<file path="config.mk">
export PLATFORM = sky130hd
export DESIGN_NAME = button_debounce_long_press_repeat
export DESIGN_NICKNAME = d
export VERILOG_FILES = /design/src/bdl_pkg.sv /design/src/bdl_button.sv /design/src/button_debounce_long_press_repeat.sv
export SDC_FILE = /design/constraint.sdc
export NUM_CORES = 2
export LEC_CHECK = 0
export ABC_AREA = 1
export BUFFER_PORTS_ARGS = -buffer_cell sky130_fd_sc_hd__buf_4
export CAP_MARGIN = 10
export CORE_ASPECT_RATIO = 1.25
export CORE_MARGIN = 1.5
export CORE_UTILIZATION = 50
export DETAILED_ROUTE_END_ITERATION = 8
export PLACE_DENSITY = 0.78
export SLEW_MARGIN = 20
export SYNTH_ARGS = -nofsm -noshare
export SYNTH_HDL_FRONTEND = slang
export SYNTH_SLANG_ARGS = --single-unit
</file>
<file path="constraint.sdc">
create_clock -name clock -period 12.26 [get_ports clock]
set_input_delay 3.678 -clock clock [delete_from_list [all_inputs] [get_ports clock]]
set_output_delay 3.678 -clock clock [all_outputs]
set_load 0.02 [all_outputs]
</file>
<file path="src/bdl_pkg.sv">
// shared constants, codes and types of the button debouncer
package bdl_pkg;

   localparam int NUM_BUTTONS = 5;
   localparam int PIN_COUNT   = 5;
   localparam int BTN_ID_W    = 3;
   localparam int COUNT_W     = 8;
   localparam int TIME_W      = 32;
   localparam int EVENT_W     = 2;
   localparam int CSR_INDEX_W = 2;
   localparam int CSR_DATA_W  = 32;

   localparam logic CMD_POLL = 1'b0;
   localparam logic CMD_POP  = 1'b1;

   localparam logic [EVENT_W-1:0] EV_NONE   = 2'd0;
   localparam logic [EVENT_W-1:0] EV_PRESS  = 2'd1;
   localparam logic [EVENT_W-1:0] EV_LONG   = 2'd2;
   localparam logic [EVENT_W-1:0] EV_REPEAT = 2'd3;

   localparam logic [CSR_INDEX_W-1:0] CSR_DEBOUNCE_POLLS  = 2'd0;
   localparam logic [CSR_INDEX_W-1:0] CSR_LONG_PRESS_MS   = 2'd1;
   localparam logic [CSR_INDEX_W-1:0] CSR_REPEAT_MS       = 2'd2;
   localparam logic [CSR_INDEX_W-1:0] CSR_PRESS_FIRE_MASK = 2'd3;

   localparam logic [COUNT_W-1:0]   RST_DEBOUNCE_POLLS  = 8'd2;
   localparam logic [TIME_W-1:0]    RST_LONG_PRESS_MS   = 32'd2000;
   localparam logic [TIME_W-1:0]    RST_REPEAT_MS       = 32'd200;
   localparam logic [PIN_COUNT-1:0] RST_PRESS_FIRE_MASK = 5'd30;

   typedef struct packed {
      logic [COUNT_W-1:0] debounce_polls;
      logic [TIME_W-1:0]  long_press_ms;
      logic [TIME_W-1:0]  repeat_ms;
   } cfg_type;

   typedef struct packed {
      logic              step;
      logic              poll;
      logic              pop;
      logic              raw;
      logic              fire_on_press;
      logic [TIME_W-1:0] now;
   } button_cmd_type;

   typedef struct packed {
      logic [EVENT_W-1:0] slot;
      logic [EVENT_W-1:0] spare;
   } queue_type;

   function automatic queue_type post_event(queue_type q, logic en, logic [EVENT_W-1:0] ev);
      queue_type r;
      r = q;
      if (en) begin
         if (q.slot == EV_NONE) begin
            r.slot = ev;
         end else if (q.spare == EV_NONE) begin
            r.spare = ev;
         end
      end
      return r;
   endfunction

endpackage

</file>
<file path="src/bdl_button.sv">
// one button: debounce, long press and repeat timing, two-entry event queue
module bdl_button import bdl_pkg::*; (
   input  logic               clock,
   input  logic               reset,
   input  cfg_type            cfg,
   input  button_cmd_type     cmd,
   output logic               pressed_next,
   output logic [EVENT_W-1:0] pop_event
);

   logic               level_ff, level_in;
   logic               last_raw_ff, last_raw_in;
   logic [COUNT_W-1:0] count_ff, count_in;
   logic [TIME_W-1:0]  press_time_ff, press_time_in;
   logic [TIME_W-1:0]  repeat_time_ff, repeat_time_in;
   logic               long_done_ff, long_done_in;
   queue_type          queue_ff, queue_in;

   logic               accept, press_edge, release_edge, long_fire, repeat_fire;
   logic               long_done_1, long_done_2;
   logic [TIME_W-1:0]  press_time_1, repeat_time_1, repeat_time_2;
   logic [TIME_W-1:0]  hold_time, since_repeat;
   queue_type          q1, q2, q3;

   always_comb begin
      if (cmd.raw == last_raw_ff) begin
         count_in = (count_ff < cfg.debounce_polls) ? count_ff + 1'b1 : count_ff;
      end else begin
         count_in = '0;
      end
      last_raw_in  = cmd.raw;
      accept       = count_in >= cfg.debounce_polls;
      level_in     = accept ? cmd.raw : level_ff;
      press_edge   = accept && level_ff && !cmd.raw;
      release_edge = accept && !level_ff && cmd.raw;

      press_time_1  = press_edge ? cmd.now : press_time_ff;
      repeat_time_1 = press_edge ? cmd.now : repeat_time_ff;
      long_done_1   = press_edge ? 1'b0 : long_done_ff;
      q1 = post_event(queue_ff,
                      (press_edge && cmd.fire_on_press) ||
                      (release_edge && !cmd.fire_on_press && !long_done_ff),
                      EV_PRESS);

      hold_time     = cmd.now - press_time_1;
      long_fire     = !level_in && !long_done_1 && (hold_time >= cfg.long_press_ms);
      long_done_2   = long_done_1 || long_fire;
      repeat_time_2 = long_fire ? cmd.now : repeat_time_1;
      q2 = post_event(q1, long_fire, EV_LONG);

      since_repeat  = cmd.now - repeat_time_2;
      repeat_fire   = !level_in && long_done_2 && (since_repeat >= cfg.repeat_ms);
      q3 = post_event(q2, repeat_fire, EV_REPEAT);

      press_time_in  = press_time_1;
      repeat_time_in = repeat_fire ? cmd.now : repeat_time_2;
      long_done_in   = long_done_2;
      queue_in       = q3;
   end

   assign pressed_next = (cmd.poll ? level_in : level_ff) == 1'b0;
   assign pop_event    = cmd.pop ? queue_ff.slot : EV_NONE;

   always_ff @(posedge clock) begin
      if (reset) begin
         level_ff       <= 1'b1;
         last_raw_ff    <= 1'b1;
         count_ff       <= '0;
         press_time_ff  <= '0;
         repeat_time_ff <= '0;
         long_done_ff   <= 1'b0;
         queue_ff       <= '{slot: EV_NONE, spare: EV_NONE};
      end else if (cmd.step && cmd.poll) begin
         level_ff       <= level_in;
         last_raw_ff    <= last_raw_in;
         count_ff       <= count_in;
         press_time_ff  <= press_time_in;
         repeat_time_ff <= repeat_time_in;
         long_done_ff   <= long_done_in;
         queue_ff       <= queue_in;
      end else if (cmd.step && cmd.pop) begin
         queue_ff       <= '{slot: queue_ff.spare, spare: EV_NONE};
      end
   end

endmodule

</file>
<file path="src/button_debounce_long_press_repeat.sv">
// top level: input register, per-button units, result register, control registers
//
// Debouncer with long press and auto-repeat for five active-low keys.
// Request channel (req_*): cmd 0 polls all keys with raw_levels and now_ms,
// cmd 1 pops one queued event of button_id. Every request gives exactly one
// response word (rsp_*): the popped event (zero on a poll or an unknown id),
// the accepted pressed mask and whether any key is pressed.
// A request word is held in an input register; from there it updates the
// per-button state and loads the response register, which drives rsp_valid.
// One word per cycle is sustained while rsp_ready stays high; all per-button
// logic works in parallel.
// If the receiver stalls, the response register holds its word and the input
// register takes one more word; req_ready then follows rsp_ready.
// Control registers are written through csr_wen, csr_index and csr_wdata;
// the user must write them only while the block is idle, the block itself does not enforce this.
// Synchronous reset empties both registers, releases every key, clears all
// event queues and restores the control registers to their reset values.
module button_debounce_long_press_repeat import bdl_pkg::*; (
   input  logic                   clock,
   input  logic                   reset,
   input  logic                   req_valid,
   output logic                   req_ready,
   input  logic                   req_cmd,
   input  logic [PIN_COUNT-1:0]   req_raw_levels,
   input  logic [TIME_W-1:0]      req_now_ms,
   input  logic [BTN_ID_W-1:0]    req_button_id,
   output logic                   rsp_valid,
   input  logic                   rsp_ready,
   output logic [EVENT_W-1:0]     rsp_event_res,
   output logic                   rsp_any_pressed,
   output logic [PIN_COUNT-1:0]   rsp_pressed_mask,
   input  logic                   csr_wen,
   input  logic [CSR_INDEX_W-1:0] csr_index,
   input  logic [CSR_DATA_W-1:0]  csr_wdata
);

   logic                  in_valid_ff;
   logic                  in_cmd_ff;
   logic [PIN_COUNT-1:0]  in_levels_ff;
   logic [TIME_W-1:0]     in_now_ff;
   logic [BTN_ID_W-1:0]   in_id_ff;

   logic                  out_valid_ff;
   logic [EVENT_W-1:0]    out_event_ff, out_event_in;
   logic                  out_any_ff, out_any_in;
   logic [PIN_COUNT-1:0]  out_mask_ff, out_mask_in;

   cfg_type               cfg_ff;
   logic [PIN_COUNT-1:0]  fire_mask_ff;

   logic                  advance;
   logic [NUM_BUTTONS-1:0] pressed;
   logic [EVENT_W-1:0]    pop_ev [NUM_BUTTONS];

   assign advance   = in_valid_ff && (!out_valid_ff || rsp_ready);
   assign req_ready = !in_valid_ff || advance;

   for (genvar b = 0; b < NUM_BUTTONS; b++) begin : g_btn
      button_cmd_type bcmd;
      logic           pin_raw;
      logic           pin_fire;
      if (b < PIN_COUNT) begin : g_pin
         assign pin_raw  = in_levels_ff[b];
         assign pin_fire = fire_mask_ff[b];
      end else begin : g_nopin
         assign pin_raw  = 1'b1;
         assign pin_fire = 1'b0;
      end
      always_comb begin
         bcmd.step          = advance;
         bcmd.poll          = in_cmd_ff == CMD_POLL;
         bcmd.pop           = (in_cmd_ff == CMD_POP) && (in_id_ff == BTN_ID_W'(b));
         bcmd.raw           = pin_raw;
         bcmd.fire_on_press = pin_fire;
         bcmd.now           = in_now_ff;
      end
      bdl_button u_button (
         .clock        (clock),
         .reset        (reset),
         .cfg          (cfg_ff),
         .cmd          (bcmd),
         .pressed_next (pressed[b]),
         .pop_event    (pop_ev[b])
      );
   end

   always_comb begin
      out_event_in = EV_NONE;
      for (int b = 0; b < NUM_BUTTONS; b++) begin
         out_event_in = out_event_in | pop_ev[b];
      end
      out_any_in = |pressed;
      for (int b = 0; b < PIN_COUNT; b++) begin
         out_mask_in[b] = (b < NUM_BUTTONS) ? pressed[b] : 1'b0;
      end
   end

   always_ff @(posedge clock) begin
      if (reset) begin
         in_valid_ff  <= 1'b0;
         out_valid_ff <= 1'b0;
      end else begin
         if (req_ready) begin
            in_valid_ff <= req_valid;
         end
         if (advance) begin
            out_valid_ff <= 1'b1;
         end else if (rsp_ready) begin
            out_valid_ff <= 1'b0;
         end
      end
   end

   always_ff @(posedge clock) begin
      if (req_valid && req_ready) begin
         in_cmd_ff    <= req_cmd;
         in_levels_ff <= req_raw_levels;
         in_now_ff    <= req_now_ms;
         in_id_ff     <= req_button_id;
      end
      if (advance) begin
         out_event_ff <= out_event_in;
         out_any_ff   <= out_any_in;
         out_mask_ff  <= out_mask_in;
      end
   end

   always_ff @(posedge clock) begin
      if (reset) begin
         cfg_ff.debounce_polls <= RST_DEBOUNCE_POLLS;
         cfg_ff.long_press_ms  <= RST_LONG_PRESS_MS;
         cfg_ff.repeat_ms      <= RST_REPEAT_MS;
         fire_mask_ff          <= RST_PRESS_FIRE_MASK;
      end else if (csr_wen) begin
         unique case (csr_index)
            CSR_DEBOUNCE_POLLS:  cfg_ff.debounce_polls <= csr_wdata[COUNT_W-1:0];
            CSR_LONG_PRESS_MS:   cfg_ff.long_press_ms  <= csr_wdata[TIME_W-1:0];
            CSR_REPEAT_MS:       cfg_ff.repeat_ms      <= csr_wdata[TIME_W-1:0];
            CSR_PRESS_FIRE_MASK: fire_mask_ff          <= csr_wdata[PIN_COUNT-1:0];
            default: begin
            end
         endcase
      end
   end

   assign rsp_valid        = out_valid_ff;
   assign rsp_event_res    = out_event_ff;
   assign rsp_any_pressed  = out_any_ff;
   assign rsp_pressed_mask = out_mask_ff;

endmodule

</file>
After elaboration in Yosys (flattened, before gate mapping)
Cells that the tools add are included.
W data, S select, Z words.

storage, ports and cells
  bits in registers = 523
  output and inout bits = 10

operators by class
  add/subtract/negate cells = 15
  order comparisons = 20
  equality and inequality tests = 12
  mux-type cells = 122
  bitwise operators = 10
  reductions and logical operators = 155

operators by type and width
  kind                   number
  $mux W32               20
  $ge A32 B32 Y1         10
  $sub A32 B32 Y32       10
  $mux W2                50
  $mux W4                25
  $mux W8                10
  $logic_and A1 B1 Y1    68
  $logic_not A2 Y1       31
  $add A8 B1 Y8 const B  5
  $ge A8 B8 Y1           5
  $lt A8 B8 Y1           5
  $logic_not A1 Y1       32
  $mux W1                17
  $logic_or A1 B1 Y1     12
  $reduce_bool A2 Y1     6
  $or A2 B2 Y2           4
  $reduce_and A2 Y1      4
  $eq A3 B2 Y1 const B   2
  $not A1 Y1             6
  $eq A1 B1 Y1           5
  $reduce_or A5 Y1       1
  $eq A2 B2 Y1 const B   2
  $eq A3 B1 Y1 const B   1
  $eq A3 B3 Y1 const B   1
  2 further kinds        2

Depth between registers and ports, before layout
  word-level depth = 19
  mapped depth = 89

Modules after synthesis
A second synthesis with hierarchy kept.

second synthesis, totals
  cell total of the unflattened synthesis = 8477
  area total of the unflattened synthesis = 53595.2 um2

modules (own cells, without submodules)
  module                             times used  cells an instance  area an instance (um2)
  bdl_button (g_btn[3].u_button)     1           1594               9860.7
  bdl_button (g_btn[1].u_button)     1           1585               9839.4
  bdl_button (g_btn[0].u_button)     1           1598               9753.1
  bdl_button (g_btn[4].u_button)     1           1575               9711.8
  bdl_button (g_btn[2].u_button)     1           1574               9693.0
  button_debounce_long_press_repeat  1           551                4737.0

Worst setup path after synthesis
Ideal clock, no wire load.

  kind = register to register
  start point = register cfg_ff[65] (netlist name)
  end point = register g_btn[4].u_button.repeat_time_ff[1]
  arrival = 10.215 ns
  required time = 12.128 ns
  setup slack = 1.912 ns
  stages on the path, launching flop included = 81
  path buffers = 5
  clock period less this slack = 10.348 ns
  cell sequence = dfxtp_1 -> inv_1 -> ha_1 -> a21boi_0 -> o211ai_1 -> nand2_1 -> nand4_1 -> nand2_1 -> nor3_1 -> nand3_1 -> nor2_1 -> xor2_1 -> nand2_1 -> inv_1 -> ha_1 -> nand2_1 -> o21a_1 -> nand2_2 -> [... 45 more ...] -> nand2_1 -> nand2_1 -> nand2_1 -> nand2_1 -> nand2_1 -> nand2_1 -> ha_1 -> nand2_1 -> nor2_1 -> nand2_1 -> nor4_1 -> nand4_1 -> nand3_1 -> nand3_1 -> buf_2 -> clkbuf_1 -> o21ai_1 -> a21oi_1

between the ends
  word-level cells in the longest chain between the ends = 15

ends and longest elaborated chain
  element                                                       RTL line                                 source
  from (decl)                                                   button_debounce_long_press_repeat.sv:48  cfg_type cfg_ff;
  $lt A8 B8 Y1 (*)                                              bdl_button.sv:27                         count_in = (count_ff < cfg.debounce_polls) ? count_ff + 1'b1 : count_ff;
  $mux W8 (*)                                                   bdl_button.sv:27
  $mux W8 (*)                                                   bdl_button.sv:26                         if (cmd.raw == last_raw_ff) begin
  named net g_btn[4].u_button.count_in[7]                       bdl_button.sv:13                         logic [COUNT_W-1:0] count_ff, count_in;
  $ge A8 B8 Y1 (*)                                              bdl_button.sv:32                         accept = count_in >= cfg.debounce_polls;
  $logic_and A1 B1 Y1 (2 in a row)                              bdl_button.sv:34                         press_edge = accept && level_ff && !cmd.raw;
  $mux W32 / $mux W1 (equally long branches)                    bdl_button.sv:37, bdl_button.sv:39
  $sub A32 B32 Y32 / $logic_not A1 Y1 (equally long branches)   bdl_button.sv:45, bdl_button.sv:46
  $ge A32 B32 Y1 / $logic_and A1 B1 Y1 (equally long branches)  bdl_button.sv:46                         long_fire = !level_in && !long_done_1 && (hold_time >= cfg.long_press_ms);
  $logic_and A1 B1 Y1                                           bdl_button.sv:46
  $mux W32                                                      bdl_button.sv:48                         repeat_time_2 = long_fire ? cmd.now : repeat_time_1;
  $sub A32 B32 Y32                                              bdl_button.sv:51                         since_repeat = cmd.now - repeat_time_2;
  $ge A32 B32 Y1                                                bdl_button.sv:52                         repeat_fire = !level_in && long_done_2 && (since_repeat >= cfg.repeat_ms);
  $logic_and A1 B1 Y1                                           bdl_button.sv:52
  $mux W32 (*)                                                  bdl_button.sv:56                         repeat_time_in = repeat_fire ? cmd.now : repeat_time_2;
  to (signal assigned)                                          bdl_button.sv:78                         repeat_time_ff <= repeat_time_in;
  to (decl)                                                     bdl_button.sv:15                         logic [TIME_W-1:0] repeat_time_ff, repeat_time_in;

The timed path passes the listed nets; every way through them passes the cells marked *.
A chain may end at the register's enable or synchronous reset.

Final worst setup path
  start point = register cfg_ff[65] (netlist name)
  end point = register g_btn[3].u_button.repeat_time_ff[10]

between the ends
  word-level cells in the longest chain between the ends = 15

ends and longest elaborated chain
  element                                      RTL line          source
  $lt A8 B8 Y1 (*)                             bdl_button.sv:27
  $mux W8 (*)                                  bdl_button.sv:27
  $mux W8 (*)                                  bdl_button.sv:26
  named net g_btn[3].u_button.count_in[7]      bdl_button.sv:13
  $ge A8 B8 Y1 (*)                             bdl_button.sv:32
  $logic_and A1 B1 Y1 (*) (2 in a row)         bdl_button.sv:34
  $mux W32 (*)                                 bdl_button.sv:37  press_time_1 = press_edge ? cmd.now : press_time_ff;
  named net g_btn[3].u_button.press_time_1[0]  bdl_button.sv:21  logic [TIME_W-1:0] press_time_1, repeat_time_1, repeat_time_2;
  $sub A32 B32 Y32 (*)                         bdl_button.sv:45  hold_time = cmd.now - press_time_1;
  $ge A32 B32 Y1 (*)                           bdl_button.sv:46
  $logic_and A1 B1 Y1 (*)                      bdl_button.sv:46
  $mux W32                                     bdl_button.sv:48
  $sub A32 B32 Y32                             bdl_button.sv:51
  $ge A32 B32 Y1                               bdl_button.sv:52
  $logic_and A1 B1 Y1                          bdl_button.sv:52
  $mux W32 (*)                                 bdl_button.sv:56
  to (signal assigned)                         bdl_button.sv:78
  to (decl)                                    bdl_button.sv:15

Marked as above.

==> metrics.cfg <==
[critical_path]
arrival_ns=12.30
crit_path_max_incr_delay_ns=0.47
worstPathMaxFanout=9
cp-start-kind=flop
path_class=flop to flop
crit_top_cell=nand2_1
slowest_stage=xor2_1
crit_required_ns=12.81
cp-end-kind=flop

[cts]
htree_levels=3
cts_tree=done
path_clk_slew_ns=0.06
cts_hold_buf=0
cts_sinks=523
clock_path_buffers=3
ctsRootBufferMaster=clkbuf_16
clock_latency_ns=0.68
numCtsBuffers=66

[synthesis]
syn_inst=7742
synth_top_area_share_pct=18.7
syn_nets=8542
synth_flop_cell=dfxtp_1
ys_ff_latch=523
ys_seq_area_share_pct=21.7
syn_area_per_cell_um2=6.54
yosys_warnings=0
yosysUniqueCellTypes=59
async_flop_share_pct=0
synth_edf_count=49
synth_area_leaders=dfxtp_1, ha_1, a21oi_1, nand2_1, inv_1
syn_area_mm2=0.0506
synth_top_area_cell=dfxtp_1

[drt]
viasPerCell=5.98
wl_met3_mm=19.8
routed.top_layer=met5
drt-met1-wl_mm=77.6
dr.pass1.iters=7
routed_wirelength_mm=209
num_vias=55600
initialDrtViolationCount=5371
wl_per_cell_um=22.5
antenna_left=0
drc=0
wl_met2_mm=93.8

[sta]
slew_headroom_pct=9.77
clock_skew_ns=0.0487
fmax_ghz=0.0851
hold_violations=0
min_period_ns=11.75
timing.hold.ws_ns=0.462
finalSetupViolCount=0
worst_slack_ns=0.505
drv_slew=0
max_slew.worst_pin.slew_ns=1.35
fin_crit_sh_pct=95.9

[global_routing]
grt_pass1_wl_mm=296
grtUsageTotal_pct=37.8
antenna_found_initial=10
overflow=0
grt_start_max_net_pins=236
grt_pass1_vias=50900

[finish]
drive_gt1_share_pct=8.86
final_nets=8716
area_delta_synth_final_pct=14.0
layout_common_cells=nand2_1, a21oi_1, inv_1, ha_1, o21ai_0
final_common_cell=nand2_1

[power]
p_switching_mw=5.03
p_total_mw=10.4
internal_power_mw=5.39
comb_power_share_pct=61.8
p_clk_share_pct=20.3
pwr-share-seq_pct=17.9
p_leak_nw=26.3
power_density_mw_per_mm2=181
sw_frac_of_total_pct=48.2
vdd_drop_max_mv=0.115

[place]
portBuffers=89
dp_slack_ns=-0.0754
place.gp.congestion=1.07
dp_hpwl_mm=148

[die]
dieArea_mm2=0.103
start_util_pct=50.4
die_h_um=359
rows=130
placeableCoreArea_mm2=0.100
io_pins=90
die_width_um=288

[outcome]
run_status=finished, final reports clean

[min_path]
hp-class=flop to flop

[flow_run]
drv_cap=0

==> state kept, by name, indices dropped and copies added, names as in the netlist, 2 cells and up <==
register,flops
g_btn.u_button.queue_ff,20
in_levels_ff,5
g_btn.u_button.last_raw_ff,5
g_btn.u_button.repeat_time_ff,160
rsp_pressed_mask,5
g_btn.u_button.level_ff,5
g_btn.u_button.long_done_ff,5
g_btn.u_button.press_time_ff,160
cfg_ff,72
rsp_event_res,2
in_id_ff,3
fire_mask_ff,5
g_btn.u_button.count_ff,40
in_now_ff,32
==> area by class of cell <==
| class | count | area, um^2 |
|---|---|---|
| fillers | 9555 | 42600 |
| inverters | 1002 | 3790 |
| multi-input cells | 5936 | 35600 |
| well taps | 1320 | 1650 |
| diodes | 3 | 7.51 |
| flip-flops and latches | 523 | 11000 |
| repair buffers | 387 | 3470 |
| clock inverters | 36 | 493 |
| clock buffers | 85 | 1790 |
==> kinds of logic (layout without fill, tap and decap cells) <==
kind of cell,Yosys count,in the layout,share of synthesized area (%)
flops,523,523,21.7
xor+xnor,270,270,4.67
simple gates,2593,2595,21.1
fa+ha+maj,720,720,17.9
buf+inv,1285,1510,9.69
other cells,0,3,0
compound gates,2351,2351,24.9
==> per-layer routing <==
metal	vias to the layer above	track usage, %
met3	690	7.03
met5	-	0
met4	2	26.8
met1	25800	44.3
met2	2587	62.1
li1	26500	-
==> power groups by stage <==
stage	Combinational [mW]	Clock [mW]	Sequential [mW]
after detailed placement	5.94	0	1.90
after global placement	5.83	0	1.90
final	6.44	2.11	1.87
after global routing	7.10	2.20	1.88
after floorplan	4.12	0	1.91
after CTS	5.98	2.12	1.86
==> synthesized netlist by cell type, drive strengths merged (2+ instances only) <==
cell type  number
nor3b           6
inv          1000
and3            3
o21ai         792
nor2          618
xor2          221
a211oi         29
o31ai           7
nand3b         14
xnor2          49
nand2        1513
o221ai          9
dfxtp         474
nor4           20
buf            60
o21bai         34
clkbuf        223
nand4          78
a221oi         13
clkinv          2
nor3          101
o221a           5
a21o            4
nand3         236
ha            710
a41oi           2
o211ai        128
fa             10
or2             2
o22ai           2
a21boi          9
edfxtp         49
o21a           45
o2111ai         2
a31oi          20
a21oi        1245
==> metrics by stage <==
stage               cell area (um^2)  TNS (ns)  std cells  utilization (%)
finish                         57700         0       9292             57.5
global route                   57700    -16.35       9289             57.5
CTS                            56100         0       9223             55.9
detailed placement             53800     -1.50       9102             53.6
global placement               53800         0       9101             53.6
floorplan                      50600         0       7742                -
==> what timing repair did <==
| action | 4_1_cts | 5_1_grt |
|---|---|---|
| pin swaps | 0 | 50 |
| buffers inserted | 0 | 49 |
| cloned | 0 | 18 |
| endpoints found under the setup margin | 72 | 180 |
| gates resized for setup | 4 | 215 |
==> critical path: cells and delay by family, from the launching register on <==
family                     cells  cell delay [ns]
buffers and inverters         12             1.38
xor gates and xnor gates       2             0.61
DFF                            1             0.34
adders and majority gates      7             1.90
and+or+nand+nor               46             4.68
AOI/OAI and AO/OA             17             2.69
==> worst paths after layout <==
kind | start | endpoint | slack, ns | depth (start not counted)
setup / recovery | cfg_ff[65] | g_btn[3].u_button.repeat_time_ff[10] | 0.51 | 84
hold / removal | g_btn[4].u_button.repeat_time_ff[26] | g_btn[4].u_button.repeat_time_ff[26] | 0.46 | 2
setup reg to reg | cfg_ff[65] | g_btn[3].u_button.repeat_time_ff[10] | 0.51 | 84
hold reg to reg | g_btn[4].u_button.repeat_time_ff[26] | g_btn[4].u_button.repeat_time_ff[26] | 0.46 | 2
Power figures use the tool's default switching activity.
